==> src/rtl/flptw_pkg.sv <==
`timescale 1ns / 1ps
`default_nettype none
// ----------------------------------------------------------------------------
// flptw_pkg: shared types and constants of the four-level page table walker
// Field widths, opcode/kind/status/level codes, and the walk state record.
// ----------------------------------------------------------------------------
package flptw_pkg;

	// Physical address width the walker honors (36..52)
	localparam int unsigned PHYS_ADDR_BITS = 52;

	// Field widths
	localparam int unsigned ADDR_W  = 52;
	localparam int unsigned VA_W    = 48;
	localparam int unsigned ROOT_W  = 40;
	localparam int unsigned ENTRY_W = 64;
	localparam int unsigned IDX_W   = 9;

	// Addresses are clipped to the implemented physical width
	localparam logic [ADDR_W-1:0] PA_MASK =
		ADDR_W'((65'd1 << PHYS_ADDR_BITS) - 65'd1);

	// Entry bit positions
	localparam int unsigned BIT_P  = 0;
	localparam int unsigned BIT_PS = 7;

	// Input opcodes
	localparam logic OP_TRANSLATE = 1'b0;
	localparam logic OP_RESPONSE  = 1'b1;

	// Result kinds
	localparam logic KIND_READ = 1'b0;
	localparam logic KIND_DONE = 1'b1;

	// Status codes
	localparam logic [1:0] ST_OK          = 2'd0;
	localparam logic [1:0] ST_NOT_PRESENT = 2'd1;
	localparam logic [1:0] ST_READ_FAIL   = 2'd2;
	localparam logic [1:0] ST_UNEXPECTED  = 2'd3;

	// Table levels: the level whose entry is awaited
	localparam logic [1:0] LVL_PML4 = 2'd0;
	localparam logic [1:0] LVL_PDPT = 2'd1;
	localparam logic [1:0] LVL_PD   = 2'd2;
	localparam logic [1:0] LVL_PT   = 2'd3;

	typedef struct packed {
		logic              opcode;
		logic [VA_W-1:0]    virtual_address;
		logic [ENTRY_W-1:0] read_data;
		logic              read_ok;
	} in_item_t;

	typedef struct packed {
		logic              kind;
		logic [ADDR_W-1:0] address;
		logic [1:0]        status;
	} out_item_t;

	typedef struct packed {
		logic            active;
		logic [1:0]      level;
		logic [VA_W-1:0] va;
	} walk_state_t;

endpackage
`default_nettype wire

==> src/rtl/flptw_chan_if.sv <==
`timescale 1ns / 1ps
`default_nettype none
// ----------------------------------------------------------------------------
// flptw_chan_if: valid/ready channels of the page table walker
// One interface for incoming beats (requests and read responses), one for
// result beats (read requests and finished translations).
// ----------------------------------------------------------------------------
interface flptw_in_if;
	import flptw_pkg::*;

	logic               valid;
	logic               ready;
	logic               opcode;
	logic [VA_W-1:0]    virtual_address;
	logic [ENTRY_W-1:0] read_data;
	logic               read_ok;

	modport source (output valid, opcode, virtual_address, read_data, read_ok,
		input ready);
	modport sink (input valid, opcode, virtual_address, read_data, read_ok,
		output ready);
endinterface

interface flptw_out_if;
	import flptw_pkg::*;

	logic              valid;
	logic              ready;
	logic              kind;
	logic [ADDR_W-1:0] address;
	logic [1:0]        status;

	modport source (output valid, kind, address, status, input ready);
	modport sink (input valid, kind, address, status, output ready);
endinterface
`default_nettype wire

==> src/rtl/flptw_step.sv <==
`timescale 1ns / 1ps
`default_nettype none
// ----------------------------------------------------------------------------
// flptw_step: one walk step
// Given the walk state, the root frame and one input beat, forms the result
// beat and the next walk state. Pure field selection and muxing.
// ----------------------------------------------------------------------------
module flptw_step
	import flptw_pkg::*;
(
	input  logic [ROOT_W-1:0] root_frame,
	input  walk_state_t       cur,
	input  in_item_t          item,
	output out_item_t         res,
	output walk_state_t       nxt
);

	logic [1:0]       next_level;
	logic [IDX_W-1:0] next_idx;
	logic [IDX_W-1:0] root_idx;
	logic             present;
	logic             page_size;

	assign next_level = cur.level + 2'd1;
	assign root_idx   = item.virtual_address[47:39];
	assign present    = item.read_data[BIT_P];
	assign page_size  = item.read_data[BIT_PS];

	// Table index for the level that comes next
	always_comb begin
		unique case (next_level)
			LVL_PML4: next_idx = cur.va[47:39];
			LVL_PDPT: next_idx = cur.va[38:30];
			LVL_PD:   next_idx = cur.va[29:21];
			LVL_PT:   next_idx = cur.va[20:12];
			default:  next_idx = cur.va[47:39];
		endcase
	end

	// Step decision
	always_comb begin
		nxt         = cur;
		res.kind    = KIND_DONE;
		res.address = '0;
		res.status  = ST_UNEXPECTED;
		if (item.opcode == OP_TRANSLATE) begin
			if (!cur.active) begin
				nxt.active  = 1'b1;
				nxt.level   = LVL_PML4;
				nxt.va      = item.virtual_address;
				res.kind    = KIND_READ;
				res.address = {root_frame, root_idx, 3'b000} & PA_MASK;
				res.status  = ST_OK;
			end
		end else if (cur.active) begin
			if (!item.read_ok) begin
				nxt.active = 1'b0;
				res.status = ST_READ_FAIL;
			end else if (!present) begin
				nxt.active = 1'b0;
				res.status = ST_NOT_PRESENT;
			end else if (cur.level == LVL_PDPT && page_size) begin
				// 1 GB page
				nxt.active  = 1'b0;
				res.address = {item.read_data[51:30], cur.va[29:0]} & PA_MASK;
				res.status  = ST_OK;
			end else if (cur.level == LVL_PD && page_size) begin
				// 2 MB page
				nxt.active  = 1'b0;
				res.address = {item.read_data[51:21], cur.va[20:0]} & PA_MASK;
				res.status  = ST_OK;
			end else if (cur.level == LVL_PT) begin
				// 4 KB page
				nxt.active  = 1'b0;
				res.address = {item.read_data[51:12], cur.va[11:0]} & PA_MASK;
				res.status  = ST_OK;
			end else begin
				// descend one level
				nxt.level   = next_level;
				res.kind    = KIND_READ;
				res.address = {item.read_data[51:12], next_idx, 3'b000} & PA_MASK;
				res.status  = ST_OK;
			end
		end
	end

endmodule
`default_nettype wire

==> src/rtl/four_level_page_table_walker_top.sv <==
`timescale 1ns / 1ps
`default_nettype none
// ----------------------------------------------------------------------------
// four_level_page_table_walker_top: x86-64 four-level page table walker
// Input register, one step of walk logic, result register.
// ----------------------------------------------------------------------------
// Usage:
//   cmd carries translate requests (opcode 0, virtual_address) and memory
//   read responses (opcode 1, read_data, read_ok). Every cmd beat yields
//   exactly one result beat: a read request (kind 0) for the next table
//   entry, or a finished translation (kind 1) with its status.
//   root_frame_we/root_frame_wdata load the PML4 frame number; write it only
//   while no beat is in flight.
//   A result beat passes the input register, then the result register,
//   after its cmd beat is taken. Throughput: one beat per cycle while the
//   result sink does not stall; the walk step is a single pass of field
//   selection between the two registers, so the pace of a walk is set by
//   the memory round trip.
//   Reset (arst_n low) clears the root frame, the walk state and both
//   register valids; the block is idle and ready at once.
//   When the result sink stalls, the result register holds, the input
//   register fills, and cmd.ready drops until the result is taken.
// ----------------------------------------------------------------------------
module four_level_page_table_walker_top
	import flptw_pkg::*;
(
	input  logic              clk,
	input  logic              arst_n,
	input  logic              root_frame_we,
	input  logic [ROOT_W-1:0] root_frame_wdata,
	flptw_in_if.sink          cmd,
	flptw_out_if.source       result
);

	logic [ROOT_W-1:0] root_frame_q;
	logic              valid_s1;
	in_item_t          item_s1;
	logic              out_valid_q;
	out_item_t         out_q;
	walk_state_t       walk_q;
	walk_state_t       walk_nxt;
	out_item_t         step_res;
	logic              out_free;
	logic              advance;

	// Handshake
	assign out_free  = !out_valid_q || result.ready;
	assign advance   = valid_s1 && out_free;
	assign cmd.ready = !valid_s1 || out_free;

	// Root frame register
	always_ff @(posedge clk or negedge arst_n) begin
		if (!arst_n) begin
			root_frame_q <= '0;
		end else if (root_frame_we) begin
			root_frame_q <= root_frame_wdata;
		end
	end

	// Input register valid
	always_ff @(posedge clk or negedge arst_n) begin
		if (!arst_n) begin
			valid_s1 <= 1'b0;
		end else if (cmd.ready) begin
			valid_s1 <= cmd.valid;
		end
	end

	// Input register payload
	always_ff @(posedge clk) begin
		if (cmd.valid && cmd.ready) begin
			item_s1.opcode          <= cmd.opcode;
			item_s1.virtual_address <= cmd.virtual_address;
			item_s1.read_data       <= cmd.read_data;
			item_s1.read_ok         <= cmd.read_ok;
		end
	end

	flptw_step u_step (
		.root_frame (root_frame_q),
		.cur        (walk_q),
		.item       (item_s1),
		.res        (step_res),
		.nxt        (walk_nxt)
	);

	// Walk state
	always_ff @(posedge clk or negedge arst_n) begin
		if (!arst_n) begin
			walk_q <= '0;
		end else if (advance) begin
			walk_q <= walk_nxt;
		end
	end

	// Result register valid
	always_ff @(posedge clk or negedge arst_n) begin
		if (!arst_n) begin
			out_valid_q <= 1'b0;
		end else if (advance) begin
			out_valid_q <= 1'b1;
		end else if (result.ready) begin
			out_valid_q <= 1'b0;
		end
	end

	// Result register payload
	always_ff @(posedge clk) begin
		if (advance) begin
			out_q <= step_res;
		end
	end

	assign result.valid   = out_valid_q;
	assign result.kind    = out_q.kind;
	assign result.address = out_q.address;
	assign result.status  = out_q.status;

	// A read request always keeps a walk running
	a_read_keeps_walk: assert property (@(posedge clk) disable iff (!arst_n)
		(advance && step_res.kind == KIND_READ) |=> walk_q.active)
		else $error("read request issued but walk not active");

	// A finished or faulted walk leaves the walker idle
	a_done_goes_idle: assert property (@(posedge clk) disable iff (!arst_n)
		(advance && step_res.kind == KIND_DONE && step_res.status != ST_UNEXPECTED)
		|=> !walk_q.active)
		else $error("walk still active after completion");

	// An unexpected beat leaves the walk state untouched
	a_unexpected_holds: assert property (@(posedge clk) disable iff (!arst_n)
		(advance && step_res.status == ST_UNEXPECTED) |=> $stable(walk_q))
		else $error("unexpected beat changed walk state");

	// Fault beats carry a zero address, read requests carry ok status
	a_fault_beat: assert property (@(posedge clk) disable iff (!arst_n)
		(out_valid_q && out_q.status != ST_OK)
		|-> (out_q.address == '0 && out_q.kind == KIND_DONE))
		else $error("fault beat with address or read kind");

	// Input stall only with a full input register
	a_stall_cause: assert property (@(posedge clk) disable iff (!arst_n)
		!cmd.ready |-> (valid_s1 && out_valid_q))
		else $error("input stalled without backlog");

endmodule
`default_nettype wire
==> src/flat_wrapper.sv <==
// flat-port wrapper written by rule: the top's interface ports become plain ports
module four_level_page_table_walker_top_flat import flptw_pkg::*;
  (clk, arst_n, root_frame_we, root_frame_wdata, cmd_valid, cmd_opcode, cmd_virtual_address, cmd_read_data, cmd_read_ok, cmd_ready, result_valid, result_kind, result_address, result_status, result_ready);
  flptw_in_if cmd_i ();
  flptw_out_if result_i ();
  input  logic clk;
  input  logic arst_n;
  input  logic root_frame_we;
  input  logic [ROOT_W-1:0] root_frame_wdata;
  input wire logic [$bits(cmd_i.valid)-1:0] cmd_valid;
  input wire logic [$bits(cmd_i.opcode)-1:0] cmd_opcode;
  input wire logic [$bits(cmd_i.virtual_address)-1:0] cmd_virtual_address;
  input wire logic [$bits(cmd_i.read_data)-1:0] cmd_read_data;
  input wire logic [$bits(cmd_i.read_ok)-1:0] cmd_read_ok;
  output wire logic [$bits(cmd_i.ready)-1:0] cmd_ready;
  output wire logic [$bits(result_i.valid)-1:0] result_valid;
  output wire logic [$bits(result_i.kind)-1:0] result_kind;
  output wire logic [$bits(result_i.address)-1:0] result_address;
  output wire logic [$bits(result_i.status)-1:0] result_status;
  input wire logic [$bits(result_i.ready)-1:0] result_ready;
  assign cmd_i.valid = cmd_valid;
  assign cmd_i.opcode = cmd_opcode;
  assign cmd_i.virtual_address = cmd_virtual_address;
  assign cmd_i.read_data = cmd_read_data;
  assign cmd_i.read_ok = cmd_read_ok;
  assign cmd_ready = cmd_i.ready;
  assign result_valid = result_i.valid;
  assign result_kind = result_i.kind;
  assign result_address = result_i.address;
  assign result_status = result_i.status;
  assign result_i.ready = result_ready;
  four_level_page_table_walker_top u_core (.clk(clk), .arst_n(arst_n), .root_frame_we(root_frame_we), .root_frame_wdata(root_frame_wdata), .cmd(cmd_i), .result(result_i));
endmodule
==> config.mk <==
export PLATFORM = sky130hd
export DESIGN_NAME = four_level_page_table_walker_top_flat
export DESIGN_NICKNAME = d
export VERILOG_FILES = /design/src/rtl/flptw_pkg.sv /design/src/rtl/flptw_chan_if.sv /design/src/rtl/flptw_step.sv /design/src/rtl/four_level_page_table_walker_top.sv /design/src/flat_wrapper.sv
export SDC_FILE = /design/constraint.sdc
export NUM_CORES = 1
export LEC_CHECK = 0
export BUFFER_PORTS_ARGS = -buffer_cell sky130_fd_sc_hd__clkbuf_2
export CAP_MARGIN = 5
export CORE_MARGIN = 2
export CORE_UTILIZATION = 40
export CTS_BUF_LIST = sky130_fd_sc_hd__clkbuf_2
export DETAILED_ROUTE_END_ITERATION = 10
export GPL_ROUTABILITY_DRIVEN = 0
export GPL_TIMING_DRIVEN = 0
export MAX_ROUTING_LAYER = met4
export SYNTH_ARGS = -nofsm -noshare
export SYNTH_HDL_FRONTEND = slang
export SYNTH_HIERARCHICAL = 1
export SYNTH_SLANG_ARGS = --single-unit
==> constraint.sdc <==
create_clock -name clk -period 4.33 [get_ports clk]
set_clock_uncertainty 0.2 [all_clocks]
set_input_delay 0.6495 -clock clk [delete_from_list [all_inputs] [get_ports clk]]
set_output_delay 0.6495 -clock clk [all_outputs]
set_load 0.05 [all_outputs]
# Word level (Yosys, flattened, before mapping)
# Cells that the tools add are included.
dict set report word_totals {
  output_inout_bits 57
  ff_bits 250
  in_bits 159
  word_cells 70
}
dict set report classes {
  n_mux 29
  n_eq_ne 13
  bitwise 2
  add_sub_neg 1
  reduce_logical 12
}
# operator n
set ops {}
lappend ops {{two-way mux 55 bit} 3}
lappend ops {{two-way mux 53 bit} 2}
lappend ops {{two-way mux 50 bit} 1}
lappend ops {{one-hot mux 9 bit (4 select lines)} 1}
lappend ops {{two-way mux 32 bit} 1}
lappend ops {{two-way mux 23 bit} 1}
lappend ops {{two-way mux 14 bit} 1}
lappend ops {{two-way mux 2 bit} 7}
lappend ops {{!= test 2 bit, second input constant} 6}
lappend ops {{two-way mux 1 bit} 10}
lappend ops {{equality test 2 bit, second input constant} 4}
lappend ops {{AND reduction 8 bit} 1}
lappend ops {{two-way mux 3 bit} 2}
lappend ops {{equality test 2 x 1 -> 1 bit, second input constant} 2}
lappend ops {{logical AND 1 bit} 4}
lappend ops {{AND reduction 3 bit} 1}
lappend ops {{adder 2 x 1 -> 2 bit, second input constant} 1}
lappend ops {{logical NOT 1 bit} 2}
lappend ops {{logical NOT 2 bit} 1}
lappend ops {{logical OR 1 bit} 2}
lappend ops {{!= test 2 x 1 -> 1 bit, second input constant} 1}
lappend ops {{inverter 1 bit} 2}
lappend ops {{nonzero test 2 bit} 1}

# Depth between registers and ports, before layout
dict set report logic_depth {
  word_depth 10
  ltp_mapped 6
  mapped_depth_nobuf 5
}

# Hierarchy
# Netlist, hierarchy kept.
# module area_each_um2 cells_each n_inst seq_area_each_um2
set by_module_without_submodules {}
lappend by_module_without_submodules {four_level_page_table_walker_top 8742.1 369 1 7402.1}
lappend by_module_without_submodules {flptw_step 1759.2 322 1 0.0}

# Worst setup path before layout
# Ideal clock, no wire load.
dict set report synth_path {
  path_type {register -> register}
  from {register u_core.out_valid_q (netlist: u_core/result.valid)}
  to {register u_core/item_s1[0] (netlist bit), enable pin}
  setup_ps 486
  synth_period_minus_slack_ps 4540
  arrival_ps 3854
  t_required_ps 3644
  n_path_buf 0
  slack_ps -210
  path_stages_with_launch 3
  path_cell_list {dfrtp_1 -> nand3b_1 -> and2_1}
}
dict set report synth_between {
  elab_chain_len 4
}
# item line_no
set synth_rtl {}
lappend synth_rtl {{start: declaration} four_level_page_table_walker_top.sv:38} ;# logic out_valid_q;
lappend synth_rtl {{start signal: assignment} four_level_page_table_walker_top.sv:99} ;# out_valid_q <= 1'b0;
lappend synth_rtl {{start signal: assignment} four_level_page_table_walker_top.sv:101} ;# out_valid_q <= 1'b1;
lappend synth_rtl {{start signal: assignment} four_level_page_table_walker_top.sv:103} ;# out_valid_q <= 1'b0;
lappend synth_rtl {{logical NOT 1 bit} four_level_page_table_walker_top.sv:47} ;# assign out_free = !out_valid_q || result.ready;
lappend synth_rtl {{logical OR 1 bit} four_level_page_table_walker_top.sv:47}
lappend synth_rtl {{logical OR 1 bit} four_level_page_table_walker_top.sv:49} ;# assign cmd.ready = !valid_s1 || out_free;
lappend synth_rtl {{via cmd_ready} flat_wrapper.sv:15} ;# output wire logic [$bits(cmd_i.ready)-1:0] cmd_ready;
lappend synth_rtl {{logical AND 1 bit} four_level_page_table_walker_top.sv:71} ;# if (cmd.valid && cmd.ready) begin
lappend synth_rtl {{end: declaration} four_level_page_table_walker_top.sv:37} ;# in_item_t item_s1;
# The timed path passes the listed nets, and every way through them passes these cells.
# A chain may end at the register's enable or synchronous reset.

# Worst setup path in the final report
dict set report layout_path {
  from {input result_ready}
  to {output cmd_ready}
}
dict set report layout_between {
  elab_chain_len 2
}
# item line_no
set layout_rtl {}
lappend layout_rtl {{start: declaration} flat_wrapper.sv:20} ;# input wire logic [$bits(result_i.ready)-1:0] result_ready;
lappend layout_rtl {{logical OR 1 bit} four_level_page_table_walker_top.sv:47}
lappend layout_rtl {{logical OR 1 bit} four_level_page_table_walker_top.sv:49}
lappend layout_rtl {{end: declaration} flat_wrapper.sv:15}
# Every way passes these cells.

==> results_dict.tcl <==
set metrics [dict create \
    grt_max_degree 56 \
    setup_viol 0 \
    post_drt_via_cell_ratio 4.58 \
    fp.dieArea_um2 24800 \
    path_clk_slew_ns 0.09 \
    crit_path_top_delay_cell "dlygate4sd3_1" \
    htree_levels 2 \
    cts_tree "yes" \
    fill_cells 1985 \
    yosys_warnings 6 \
    hold_viol_final 0 \
    cts_inserted_buffers 60 \
    status "complete, no violations" \
    final_core_util 0.558 \
    antenna_found_initial 1 \
    rsz0062_at_grt "false" \
    initial_core_util 0.405 \
    multiInputGateArea_um2 2670 \
    area_delta_synth_final_pct 37.8 \
    syn_area_um2 9420 \
    grt_pass1_vias 6844 \
    critPathBufInv 3 \
    drive_gt1_frac 0.392 \
    synthCells 633 \
    most-common-layout-cells "clkbuf_2 (289), dlygate4sd3_1 (156), nand2_1 (156), edfxtp_1 (147), dfrtp_1 (84)" \
    totalWireLength_um 23800 \
    vdd_drop_max_mv 0.203 \
    synth.avg_cell_area_um2 14.9 \
    cp.depth 4 \
    grt_pass1_wl_um 36200 \
    holdBufCountCts 155 \
    reg2reg_depth 5 \
    preCtsSetupSlack_ns 1.73 \
    slew_viol_final 0 \
    fin_ws_ns 1.72 \
    portBuffers 192 \
    fin_crit_sh 0.604 \
    overflow 0 \
    startpoint_type "input port" \
    vias 6493 \
    min_path_cells 2 \
    fmaxAchievable_mhz 383 \
    wl_per_cell_um 16.8 \
    cts.sinks 231 \
    fin_setup_tns_ns 0 \
    grtUsageTotal 0.198 \
    path_common_cell "clkbuf_2" \
    layout.cells.non_filler 1417 \
    cp.required_ns 3.48 \
    slew_headroom 0.495 \
    tightest_slew_ns 0.757 \
    post_cts_buffers 0 \
    stdcell_area_um2 13000 \
    drt_iter0_drc 316 \
    postRouteAntennaNets 0 \
    fp.dieH_um 157 \
    dp_hpwl_um 14800 \
    drc 0 \
    regArea_um2 6520 \
    layout_min_cycle_time_ns 2.61 \
    placementRows 56 \
    worstPathArrival_ns 1.76 \
    cp_max_fo 3 \
    ios 216 \
    cap_viol_max_count 0 \
    cts-root-buf "clkbuf_2" \
    post_cts_resized 0 \
    hp-class "input port to flip-flop" \
    end_kind "primary output" \
    path_class "input port to primary output" \
    dpl_cell_area_um2 10900 \
    cpPeakStageDelay_ns 0.53 \
    final_common_cell "clkbuf_2" \
    crit_family "buffers and inverters" \
    dieWidth_um 157 \
    clockBufferDepth 3 \
    core-area_um2 23300 \
    leakage_uw 0.00591 \
    first_pass_iters 5 \
    path_cells "dlygate4sd3_1 > clkbuf_2 > nand3b_1 > clkbuf_2" \
    clkLatencyLatePin_ns 0.82 \
    powerDensity_nw_per_um2 467 \
    synth_nets 792 \
    dpl.cell_count 1147 \
    nets 1205 \
]
per-stage QoR:
step           hold slack (ns)  total power, uW
2_1_floorplan            0.154             4060
3_3_place_gp             0.289             4480
3_5_place_dp             0.296             4520
4_1_cts                0.00108             6140
5_1_grt                 0.0149             6440
6_report                0.0983             6060
area by class of cell:
class | instances | area share
clock inverter | 15 | 0.00492
tap | 319 | 0.0308
timing repair buffer | 351 | 0.200
inverter | 3 | 0.000868
multi-input combinational | 361 | 0.206
buffer | 38 | 0.0171
clock buffer | 98 | 0.0378
antenna | 1 | 0.000193
sequential | 231 | 0.502
worst register-to-register path, delay by kind of cell (launching register included):
family | cells | cell delay, ns
buffers and inverters | 2 | 0.94
and+or+nand+nor | 2 | 0.58
DFF | 1 | 0.46
muxes | 1 | 0.27
sequential cells by signal, indices dropped and copies added, names as in the netlist:
name	cells
u_core/valid_s1	1
u_core/root_frame_q	40
u_core/result.valid	1
u_core/item_s1	92
u_core/result.kind	1
u_core/result.status	2
u_core/walk_q	42
u_core/result.address	52
routing by layer:
| layer | share of wire | vias up | track usage |
|---|---|---|---|
| li1 | - | 3147 | - |
| met1 | 0.43 | 3104 | 0.238 |
| met2 | 0.50 | 202 | 0.340 |
| met3 | 0.053 | 40 | 0.0413 |
| met4 | 0.018 | 0 | 0.0558 |
| met5 | 0 | - | - |
final timing paths:
kind,startpoint,end,slack [ns]
setup / recovery,result_ready,cmd_ready,1.72
hold / removal,root_frame_we,u_core/root_frame_q[5],0.1
setup reg to reg,u_core/item_s1[113],u_core/walk_q[48],1.76
hold reg to reg,u_core/walk_q[49],u_core/walk_q[49],0.31
max in group asynchronous,arst_n,u_core/walk_q[3],3.02
min in group asynchronous,arst_n,u_core/root_frame_q[37],0.16
report_power, final:
group	switching [uW]	internal (uW)	total (uW)	leakage [uW]
logic	824	796	1620	0.00303
registers	260	2710	2970	0.00244
clock network	869	599	1470	0.000443
total	1950	4110	6060	0.00591
(Power assumes the default switching activity.)
